===== src/sv/rdb_pkg.sv =====
// Shared types and constants for the reconnect dialer.
// No dependencies; imported by every module of the block.
`default_nettype none
package rdb_pkg;
    localparam int CfgCount = 8;
    localparam int CfgIdxW  = 3;

    typedef enum logic [2:0] {
        CFG_BOOT_WAIT    = 3'd0,
        CFG_IDLE_WAIT    = 3'd1,
        CFG_NET_RETRY    = 3'd2,
        CFG_PRE_RETRY    = 3'd3,
        CFG_CONN_TIMEOUT = 3'd4,
        CFG_POLL_IVAL    = 3'd5,
        CFG_BACKOFF_MIN  = 3'd6,
        CFG_BACKOFF_MAX  = 3'd7
    } cfg_idx_t;

    localparam logic [1:0] PH_IDLE       = 2'd0;
    localparam logic [1:0] PH_WAITING    = 2'd1;
    localparam logic [1:0] PH_CONNECTING = 2'd2;

    localparam logic [1:0] MODE_TICK    = 2'd0;
    localparam logic [1:0] MODE_REMOVED = 2'd1;
    localparam logic [1:0] MODE_ARRIVED = 2'd2;

    localparam logic [1:0] DIAL_CONNECTED = 2'd0;
    localparam logic [1:0] DIAL_PENDING   = 2'd1;
    localparam logic [1:0] POLL_PENDING   = 2'd0;
    localparam logic [1:0] POLL_CONNECTED = 2'd1;

    localparam logic [31:0] RST_BOOT_WAIT    = 32'd5000;
    localparam logic [31:0] RST_IDLE_WAIT    = 32'd5000;
    localparam logic [31:0] RST_NET_RETRY    = 32'd1000;
    localparam logic [31:0] RST_PRE_RETRY    = 32'd5000;
    localparam logic [31:0] RST_CONN_TIMEOUT = 32'd10000;
    localparam logic [31:0] RST_POLL_IVAL    = 32'd100;
    localparam logic [30:0] RST_BACKOFF_MIN  = 31'd1000;
    localparam logic [30:0] RST_BACKOFF_MAX  = 31'd300000;

    // x/5 == (x * RECIP5) >> 34 for any 32-bit x
    localparam logic [31:0] RECIP5 = 32'hCCCC_CCCD;
    localparam int DivSteps = 32;

    typedef struct packed {
        logic load;
        logic span_en;
        logic div_step;
        logic apply;
    } rdb_cmd_t;

    typedef struct packed {
        logic div_last;
    } rdb_status_t;
endpackage
`default_nettype wire


===== src/sv/reconnect_dialer_with_backoff.sv =====
// Top level of the reconnect dialer: joins controller and datapath.
// Depends on rdb_pkg, rdb_ctrl and rdb_datapath.
`default_nettype none
// Reconnect supervisor with exponential backoff and +/-20% jitter. One event
// beat in, one status beat out. The accept edge latches the event; then ST_SPAN
// does the backoff/5 reciprocal multiply, ST_DIV the bit-serial remainder of
// the random word by the jitter range, and ST_APPLY updates state and the result
// register, after which output valid rises. The next event is taken only in the
// cycle after the result beat is taken. The user must write config only while
// no event is in flight; the block itself does not enforce it.
module reconnect_dialer_with_backoff (
    input  wire logic        clk,
    input  wire logic        rst_n,
    input  wire logic        cfg_we,
    input  wire logic [2:0]  cfg_addr,
    input  wire logic [31:0] cfg_wdata,
    input  wire logic        s_tvalid,
    output logic             s_tready,
    // [31:0] now_ms, 32 target_client_present, 33 network_up, 34 preconditions_ok,
    // [36:35] dial_result, [38:37] poll_result, 39 handoff_accepted,
    // 40 conn_is_dialed, 41 session_authed, [73:42] random_value
    input  wire logic [79:0] s_tdata,
    input  wire logic [1:0]  s_tuser,   // mode
    output logic             m_tvalid,
    input  wire logic        m_tready,
    // [1:0] dial_state, [33:2] wait_ms, [64:34] backoff_ms, 65 session_live,
    // 66 dial_issued, 67 poll_issued, 68 handoff_issued, 69 release_socket
    output logic [71:0]      m_tdata
);
    import rdb_pkg::*;

    rdb_cmd_t    cmd;
    rdb_status_t status;

    rdb_ctrl u_ctrl (
        .clk       (clk),
        .rst_n     (rst_n),
        .in_valid  (s_tvalid),
        .in_ready  (s_tready),
        .out_valid (m_tvalid),
        .out_ready (m_tready),
        .status    (status),
        .cmd       (cmd)
    );

    rdb_datapath u_dp (
        .clk       (clk),
        .rst_n     (rst_n),
        .cfg_we    (cfg_we),
        .cfg_addr  (cfg_addr),
        .cfg_wdata (cfg_wdata),
        .in_data   (s_tdata),
        .in_user   (s_tuser),
        .cmd       (cmd),
        .status    (status),
        .out_data  (m_tdata)
    );
endmodule
`default_nettype wire


===== src/sv/rdb_datapath.sv =====
// Datapath: config registers, dialer state, jitter span and remainder unit,
// event evaluation and result register. Depends on rdb_pkg.
`default_nettype none
module rdb_datapath (
    input  wire logic                clk,
    input  wire logic                rst_n,
    input  wire logic                cfg_we,
    input  wire logic [2:0]          cfg_addr,
    input  wire logic [31:0]         cfg_wdata,
    input  wire logic [79:0]         in_data,
    input  wire logic [1:0]          in_user,
    input  wire rdb_pkg::rdb_cmd_t   cmd,
    output rdb_pkg::rdb_status_t     status,
    output logic [71:0]              out_data
);
    import rdb_pkg::*;

    logic [31:0] boot_wait_reg, idle_wait_reg, net_retry_reg, pre_retry_reg;
    logic [31:0] conn_timeout_reg, poll_ival_reg;
    logic [30:0] backoff_min_reg, backoff_max_reg;

    logic [1:0]  phase_reg, phase_next;
    logic [31:0] phase_start_reg, phase_start_next;
    logic [31:0] last_poll_reg, last_poll_next;
    logic [31:0] cur_wait_reg, cur_wait_next;
    logic [30:0] backoff_reg, backoff_next;
    logic        tracked_reg, tracked_next;
    logic        sock_reg, sock_next;

    logic [79:0] ev_reg;
    logic [1:0]  mode_reg;
    logic [28:0] span_reg;
    logic [29:0] range_reg;
    logic [31:0] rem_reg;
    logic [31:0] dvd_reg;
    logic [4:0]  cnt_reg;
    logic [71:0] out_reg;

    logic [62:0] prod;
    logic [31:0] trial;

    // latched event fields
    logic [31:0] now;
    logic        tgt_present, net_up, pre_ok, accepted, conn_dialed, was_auth;
    logic [1:0]  dial_res, poll_res;

    assign now         = ev_reg[31:0];
    assign tgt_present = ev_reg[32];
    assign net_up      = ev_reg[33];
    assign pre_ok      = ev_reg[34];
    assign dial_res    = ev_reg[36:35];
    assign poll_res    = ev_reg[38:37];
    assign accepted    = ev_reg[39];
    assign conn_dialed = ev_reg[40];
    assign was_auth    = ev_reg[41];

    always_ff @(posedge clk or negedge rst_n)
    begin
        if (!rst_n)
        begin
            boot_wait_reg    <= RST_BOOT_WAIT;
            idle_wait_reg    <= RST_IDLE_WAIT;
            net_retry_reg    <= RST_NET_RETRY;
            pre_retry_reg    <= RST_PRE_RETRY;
            conn_timeout_reg <= RST_CONN_TIMEOUT;
            poll_ival_reg    <= RST_POLL_IVAL;
            backoff_min_reg  <= RST_BACKOFF_MIN;
            backoff_max_reg  <= RST_BACKOFF_MAX;
        end
        else if (cfg_we)
        begin
            unique case (cfg_idx_t'(cfg_addr))
                CFG_BOOT_WAIT:    boot_wait_reg    <= cfg_wdata;
                CFG_IDLE_WAIT:    idle_wait_reg    <= cfg_wdata;
                CFG_NET_RETRY:    net_retry_reg    <= cfg_wdata;
                CFG_PRE_RETRY:    pre_retry_reg    <= cfg_wdata;
                CFG_CONN_TIMEOUT: conn_timeout_reg <= cfg_wdata;
                CFG_POLL_IVAL:    poll_ival_reg    <= cfg_wdata;
                CFG_BACKOFF_MIN:  backoff_min_reg  <= cfg_wdata[30:0];
                CFG_BACKOFF_MAX:  backoff_max_reg  <= cfg_wdata[30:0];
                default: ;
            endcase
        end
    end

    // span = backoff / 5 through the reciprocal
    assign prod  = 63'(backoff_reg) * 63'(RECIP5);
    assign trial = {rem_reg[30:0], dvd_reg[31]};

    always_ff @(posedge clk)
    begin
        if (cmd.load)
        begin
            ev_reg   <= in_data;
            mode_reg <= in_user;
            dvd_reg  <= in_data[73:42];
            rem_reg  <= '0;
            cnt_reg  <= '0;
        end
        if (cmd.span_en)
        begin
            span_reg  <= prod[62:34];
            range_reg <= {prod[62:34], 1'b1};
        end
        if (cmd.div_step)
        begin
            // restoring step, one remainder bit per cycle
            if (trial >= {2'b00, range_reg})
                rem_reg <= trial - {2'b00, range_reg};
            else
                rem_reg <= trial;
            dvd_reg <= {dvd_reg[30:0], 1'b0};
            cnt_reg <= cnt_reg + 5'd1;
        end
    end

    assign status.div_last = (cnt_reg == 5'(DivSteps - 1));

    logic        f_dial, f_poll, f_handoff, f_release;
    logic        sched, retry, is_dialed;
    logic [31:0] sched_wait, retry_wait, doubled;

    always_comb
    begin
        phase_next       = phase_reg;
        phase_start_next = phase_start_reg;
        last_poll_next   = last_poll_reg;
        cur_wait_next    = cur_wait_reg;
        backoff_next     = backoff_reg;
        tracked_next     = tracked_reg;
        sock_next        = sock_reg;
        f_dial    = 1'b0;
        f_poll    = 1'b0;
        f_handoff = 1'b0;
        f_release = 1'b0;
        sched      = 1'b0;
        retry      = 1'b0;
        sched_wait = '0;
        is_dialed  = tracked_reg && conn_dialed;
        retry_wait = {1'b0, backoff_reg} - {3'b000, span_reg} + {2'b00, rem_reg[29:0]};
        doubled    = {backoff_reg, 1'b0};

        unique case (mode_reg)
            MODE_TICK:
            begin
                if (!tgt_present && !tracked_reg)
                begin
                    unique case (phase_reg)
                        PH_IDLE:
                        begin
                            sched      = 1'b1;
                            sched_wait = idle_wait_reg;
                        end
                        PH_WAITING:
                        begin
                            if ((now - phase_start_reg) >= cur_wait_reg)
                            begin
                                priority if (!net_up)
                                begin
                                    sched      = 1'b1;
                                    sched_wait = net_retry_reg;
                                end
                                else if (!pre_ok)
                                begin
                                    sched      = 1'b1;
                                    sched_wait = pre_retry_reg;
                                end
                                else
                                begin
                                    f_dial    = 1'b1;
                                    sock_next = 1'b1;
                                    priority if (dial_res == DIAL_CONNECTED)
                                    begin
                                        f_handoff = 1'b1;
                                        sock_next = 1'b0;
                                        if (!accepted)
                                        begin
                                            sched      = 1'b1;
                                            sched_wait = pre_retry_reg;
                                        end
                                        else
                                        begin
                                            tracked_next = 1'b1;
                                            phase_next   = PH_IDLE;
                                        end
                                    end
                                    else if (dial_res == DIAL_PENDING)
                                    begin
                                        phase_next       = PH_CONNECTING;
                                        phase_start_next = now;
                                        last_poll_next   = now;
                                    end
                                    else
                                        retry = 1'b1;
                                end
                            end
                        end
                        default:
                        begin
                            priority if ((now - phase_start_reg) >= conn_timeout_reg)
                                retry = 1'b1;
                            else if ((now - last_poll_reg) >= poll_ival_reg)
                            begin
                                last_poll_next = now;
                                f_poll         = 1'b1;
                                priority if (poll_res == POLL_PENDING)
                                    ;
                                else if (poll_res == POLL_CONNECTED)
                                begin
                                    f_handoff = 1'b1;
                                    sock_next = 1'b0;
                                    if (!accepted)
                                    begin
                                        sched      = 1'b1;
                                        sched_wait = pre_retry_reg;
                                    end
                                    else
                                    begin
                                        tracked_next = 1'b1;
                                        phase_next   = PH_IDLE;
                                    end
                                end
                                else
                                    retry = 1'b1;
                            end
                        end
                    endcase
                end
            end
            MODE_REMOVED:
            begin
                if (is_dialed)
                begin
                    tracked_next = 1'b0;
                    if (was_auth)
                        backoff_next = backoff_min_reg;
                    else
                        retry = 1'b1;
                end
            end
            MODE_ARRIVED:
            begin
                if (sock_reg)
                begin
                    f_release = 1'b1;
                    sock_next = 1'b0;
                end
                if (is_dialed)
                    tracked_next = 1'b0;
                phase_next   = PH_IDLE;
                backoff_next = backoff_min_reg;
            end
            default: ;
        endcase

        if (retry)
        begin
            sched        = 1'b1;
            sched_wait   = retry_wait;
            backoff_next = (doubled < {1'b0, backoff_max_reg}) ? doubled[30:0]
                                                               : backoff_max_reg;
        end
        if (sched)
        begin
            if (sock_next)
            begin
                f_release = 1'b1;
                sock_next = 1'b0;
            end
            phase_next       = PH_WAITING;
            phase_start_next = now;
            cur_wait_next    = sched_wait;
        end
    end

    always_ff @(posedge clk or negedge rst_n)
    begin
        if (!rst_n)
        begin
            phase_reg       <= PH_WAITING;
            phase_start_reg <= '0;
            last_poll_reg   <= '0;
            cur_wait_reg    <= RST_BOOT_WAIT;
            backoff_reg     <= RST_BACKOFF_MIN;
            tracked_reg     <= 1'b0;
            sock_reg        <= 1'b0;
        end
        else if (cmd.apply)
        begin
            phase_reg       <= phase_next;
            phase_start_reg <= phase_start_next;
            last_poll_reg   <= last_poll_next;
            cur_wait_reg    <= cur_wait_next;
            backoff_reg     <= backoff_next;
            tracked_reg     <= tracked_next;
            sock_reg        <= sock_next;
        end
    end

    always_ff @(posedge clk)
    begin
        if (cmd.apply)
            out_reg <= {2'b00, f_release, f_handoff, f_poll, f_dial, tracked_next,
                        backoff_next, cur_wait_next, phase_next};
    end

    assign out_data = out_reg;
endmodule
`default_nettype wire


===== src/sv/rdb_ctrl.sv =====
// Controller FSM: sequences load, span, remainder steps, update and output beat.
// Depends on rdb_pkg.
`default_nettype none
module rdb_ctrl (
    input  wire logic                 clk,
    input  wire logic                 rst_n,
    input  wire logic                 in_valid,
    output logic                      in_ready,
    output logic                      out_valid,
    input  wire logic                 out_ready,
    input  wire rdb_pkg::rdb_status_t status,
    output rdb_pkg::rdb_cmd_t         cmd
);
    import rdb_pkg::*;

    typedef enum logic [4:0] {
        ST_IDLE  = 5'b00001,
        ST_SPAN  = 5'b00010,
        ST_DIV   = 5'b00100,
        ST_APPLY = 5'b01000,
        ST_OUT   = 5'b10000
    } ctrl_state_t;

    ctrl_state_t state_reg, state_next;

    always_ff @(posedge clk or negedge rst_n)
    begin
        if (!rst_n)
            state_reg <= ST_IDLE;
        else
            state_reg <= state_next;
    end

    assign in_ready  = (state_reg == ST_IDLE);
    assign out_valid = (state_reg == ST_OUT);

    always_comb
    begin
        state_next   = state_reg;
        cmd.load     = 1'b0;
        cmd.span_en  = 1'b0;
        cmd.div_step = 1'b0;
        cmd.apply    = 1'b0;
        unique case (state_reg)
            ST_IDLE:
            begin
                if (in_valid)
                begin
                    cmd.load   = 1'b1;
                    state_next = ST_SPAN;
                end
            end
            ST_SPAN:
            begin
                cmd.span_en = 1'b1;
                state_next  = ST_DIV;
            end
            ST_DIV:
            begin
                cmd.div_step = 1'b1;
                if (status.div_last)
                    state_next = ST_APPLY;
            end
            ST_APPLY:
            begin
                cmd.apply  = 1'b1;
                state_next = ST_OUT;
            end
            ST_OUT:
            begin
                if (out_ready)
                    state_next = ST_IDLE;
            end
            default: state_next = ST_IDLE;
        endcase
    end
endmodule
`default_nettype wire

===== config.mk =====
export PLATFORM = sky130hd
export DESIGN_NAME = reconnect_dialer_with_backoff
export DESIGN_NICKNAME = d
export VERILOG_FILES = /design/src/sv/rdb_pkg.sv /design/src/sv/reconnect_dialer_with_backoff.sv /design/src/sv/rdb_datapath.sv /design/src/sv/rdb_ctrl.sv
export SDC_FILE = /design/constraint.sdc
export NUM_CORES = 2
export LEC_CHECK = 0
export ABC_CLOCK_PERIOD_IN_PS = 7320
export BUFFER_PORTS_ARGS = -buffer_cell sky130_fd_sc_hd__buf_2
export CORE_UTILIZATION = 57
export DETAILED_ROUTE_END_ITERATION = 16
export HOLD_SLACK_MARGIN = 0.08
export PLACE_DENSITY = 0.78
export SKIP_LAST_GASP = 1
export SYNTH_ARGS = -nofsm -noshare
export SYNTH_HDL_FRONTEND = slang
export SYNTH_HIERARCHICAL = 1
export SYNTH_SLANG_ARGS = --single-unit

===== constraint.sdc =====
create_clock -name clk -period 7.32 [get_ports clk]
set_input_delay 1.464 -clock clk [delete_from_list [all_inputs] [get_ports clk]]
set_output_delay 1.464 -clock clk [all_outputs]
set_load 0.01 [all_outputs]

==> results.md <==
* Post-DP HPWL at approximately 98000 um
* Hold_sp: u_dp/phase_start_reg[12]$_DFFE_PN0P_
* Worst-path clk slew at around 0.06 ns
* Clock share of power at between 20 and 30%
* Initial Util at ~58%
* GPL Wtd Cong at roughly 0.99
* Row Count at between 100 and 150
* Nets@finish at roughly 5600
* Ys flop type: dfrtp_1
* Final Max Tran Viols at 0
* Max FFs per register at 70
* Avg WL per Cell at 22.19 um
* First-pass GRT wire length at slightly below 200000 um
* Initial antenna violation count at 8
* Worst setup path startpoint: u_dp/backoff_reg[5]$_DFFE_PN1P_
* Slew @ Worst Pin at ~1 ns
* Placed Area at 48020 sq um
* Worst hold path type: flop to flop
* Slew headroom at 33.51%
* # hold bufs at CTS at 0
* Core Util, Final at 65.01%
* Finish-stage setup viols at 0
* Net Switching at 4.947 mW
* Setup CP Type: flop to flop
* Mux contribution to synthesized area at 6.944%
* Residual DRC count at 0
* Drt pass-1 iters at 6
* CP Launch Type: flop
* Static leakage at approximately 25 nW
* Area contributors post-synth: dfrtp_1, ha_1, edfxtp_1
* Cell Area, Synth at ~45000 sq um
* CP arrival at about 7.6 ns
* Worst-path fanout max at 4
* Crit end category: flop
* Hold Fails Final Rpt at 0
* Most frequent cells in the layout: inv_1, ha_1, dfrtp_1, a21oi_1, fa_1
* Largest net degree at the start of global routing at approximately 150
* Die area at 80440 sq um
* Fraction of layout cells with a size suffix above 1 at 17.54%
* Peak VDD IR at 0.2429 mV
* Synth-to-layout area growth at 12.14%
* Iter 0 DRT Violations at roughly 3400
* Fraction of registers with async set/reset at 62.92%
* FMAX at between 100 and 150 MHz
* Crit share post-route at between 90% and 100%
* CTS tree: yes
* Synth Area in Simple Gates at approximately 7.5%
* Cell count after placement at 5608
* Post-synthesis sequential area ratio at 33.95%
* Vias in the first global route at between 30000 and 40000
* Number of flops mapped to enable cells by yosys at 210
* Clock Tree Buf Depth at 3
* GRT Total Usage at a little under a third
* Internal at slightly above 8 mW
* Post-synth top area share at approximately 17%
* Non-Filler Instances at roughly 5700
* PnR worst setup slack at about 0.12 ns
* XOR/XNOR Fraction of Synth Area at ~2.8%
* Reg2Reg Launch Point: u_dp/backoff_reg[5]$_DFFE_PN1P_
* Worst-Skew Late Latency at 0.63 ns
* Vias per cell at around 6
* Logic pwr share at roughly 39%
* Htree depth at 3
* Dpl ws at -0.1916 ns
* Diodes inserted at 0
* Clk_skew at 0.02603 ns
* Post-detailed-route count of antenna-violating nets at 0
* Adder-Cell Fraction of Synth Area at 27.40%
* Run status: finished, final reports clean
* Core region area at about 78000 sq um
* Post-synth top area cell: dfrtp_1
* Share of power burned in registers at 33.0%
* Fin crit period at approximately 7.2 ns
* Final global-route overflow total at 0
* Yosys reg bits at 569
* Port bufs at around 190
* Chip width at approximately 280 um
* Main combinational cell family by area after synthesis: adder cells
* Max-Cap Viols at 0
* Vias at 33880
* WL final at about 130000 um
* Power per cell area at between 200 and 300 nW/um^2
* CTS Root Cell: clkbuf_16
* Height of the die at about 280 um
* Commonest non-fill, non-tap cell in the layout: inv_1
* Synth cell types at slightly above 100
* RSZ-0062 raised after global routing: true
* Final instance area at 50690 sq um
* Compound-gate portion of the synthesized area at between 10 and 15%
* # IOs at around 200
* Syn_area_per_cell at between 10 and 15 sq um
* CP required at just under 8 ns
* Synth Instances at 4376
* Switching share of power at between 30 and 40%
* CTS Buf Count at 67
* CTS sink count at between 500 and 600
* Synth warnings at 6
-- layer usage --
metal  GRT usage, %  wire, um  vias to the layer above
met5              0        31                        -
met4          11.47      4653                        4
met3          7.178     12660                      252
met2          47.13     55320                     1499
met1          45.43     54680                    16580
li1               -         -                    15550
-- per-stage QoR --
| step | hold WS (ns) | TNS, ns | power [mW] |
|---|---|---|---|
| after floorplan | 0.4563 | 0 | 7.802 |
| after global placement | 0.4737 | -0.1491 | 9.077 |
| after detailed placement | 0.4809 | -0.7855 | 9.250 |
| after CTS | 0.4952 | 0 | 13.03 |
| after global routing | 0.5152 | -0.7735 | 13.79 |
| final | 0.4936 | 0 | 13.08 |
-- synthesized netlist by cell type, types with 14 or more instances --
master,n
dfstp_2,51
o21a_1,30
edfxtp_1,210
xor2_1,49
fa_1,275
a21o_1,96
inv_1,793
ha_1,550
o221ai_1,32
nor3_1,28
mux2_2,231
or3_1,18
a31oi_1,18
nand2_1,204
o21ai_0,209
o22ai_1,27
nand3_1,63
a22oi_1,19
and3_1,15
and2_1,14
a22o_1,61
nand2b_1,19
xnor2_1,95
clkbuf_1,89
a21oi_1,282
nand4_1,32
o21bai_1,27
nor2_1,171
dfrtp_1,307
nor2b_1,70
a211oi_1,20
mux2i_1,47
-- path summary, 6_finish.rpt --
kind,end,slack (ns),cells past startpoint
max in group asynchronous,u_dp/last_poll_reg[7]$_DFFE_PN0P_,4.93,2
max reg2reg,u_dp/span_reg[25]$_DFFE_PP_,0.12,27
max,u_dp/span_reg[25]$_DFFE_PP_,0.12,27
min in group asynchronous,u_dp/backoff_reg[4]$_DFFE_PN0P_,0.85,1
min,u_dp/phase_start_reg[12]$_DFFE_PN0P_,0.49,1
min reg2reg,u_dp/phase_start_reg[12]$_DFFE_PN0P_,0.49,1
-- cell type report --
class,instances,area (sq um)
clock buffer,77,1841
clock inverter,47,593.1
tap,1040,1301
timing repair buffer,325,2048
inverter,795,2989
fill,5976,27280
sequential,569,15350
multi-input combinational,2886,26570
-- logic make-up (layout without fill, tap and decap cells) --
family          count (synthesis)  count (layout)
simple gates                  690             690
xor+xnor                      144             144
mux                           284             284
flops                         569             569
compound gates                941             941
other cells                     1               2
buf+inv                       922            1244
fa+ha+maj                     825             825
-- critical path: stages (launching register included) --
cell and delay [ns]:
dfstp_2 0.54, inv_2 0.05, ha_4 0.26, inv_4 0.03, fa_1 0.52, inv_2 0.06
fa_2 0.48, fa_2 0.57, inv_4 0.05, buf_6 0.13, fa_1 0.48, inv_1 0.06
fa_1 0.55, fa_1 0.43, fa_1 0.51, inv_1 0.05, ha_1 0.32, o21ai_0 0.10
a21oi_1 0.21, o211ai_1 0.19, a21oi_2 0.21, o21ai_4 0.11, o21ai_4 0.19, a41o_2 0.26
a31oi_4 0.11, o21bai_1 0.21, a21oi_1 0.11, xnor2_1 0.15
-- what timing repair did --
item	CTS	global route
gates resized for setup	12	41
pin swaps	15	25
setup endpoints to repair	11	20
setup buffers	3	5
-- power groups by stage --
stage | sequential (mW) | combinational, mW | clock, mW
3_5_place_dp | 4.37 | 4.88 | 0
3_3_place_gp | 4.35 | 4.73 | 0
4_1_cts | 4.31 | 4.95 | 3.77
5_1_grt | 4.37 | 5.54 | 3.88
2_1_floorplan | 4.23 | 3.58 | 0
6_report | 4.32 | 5.05 | 3.71
Note: power is estimated with default switching activity, not from simulation.
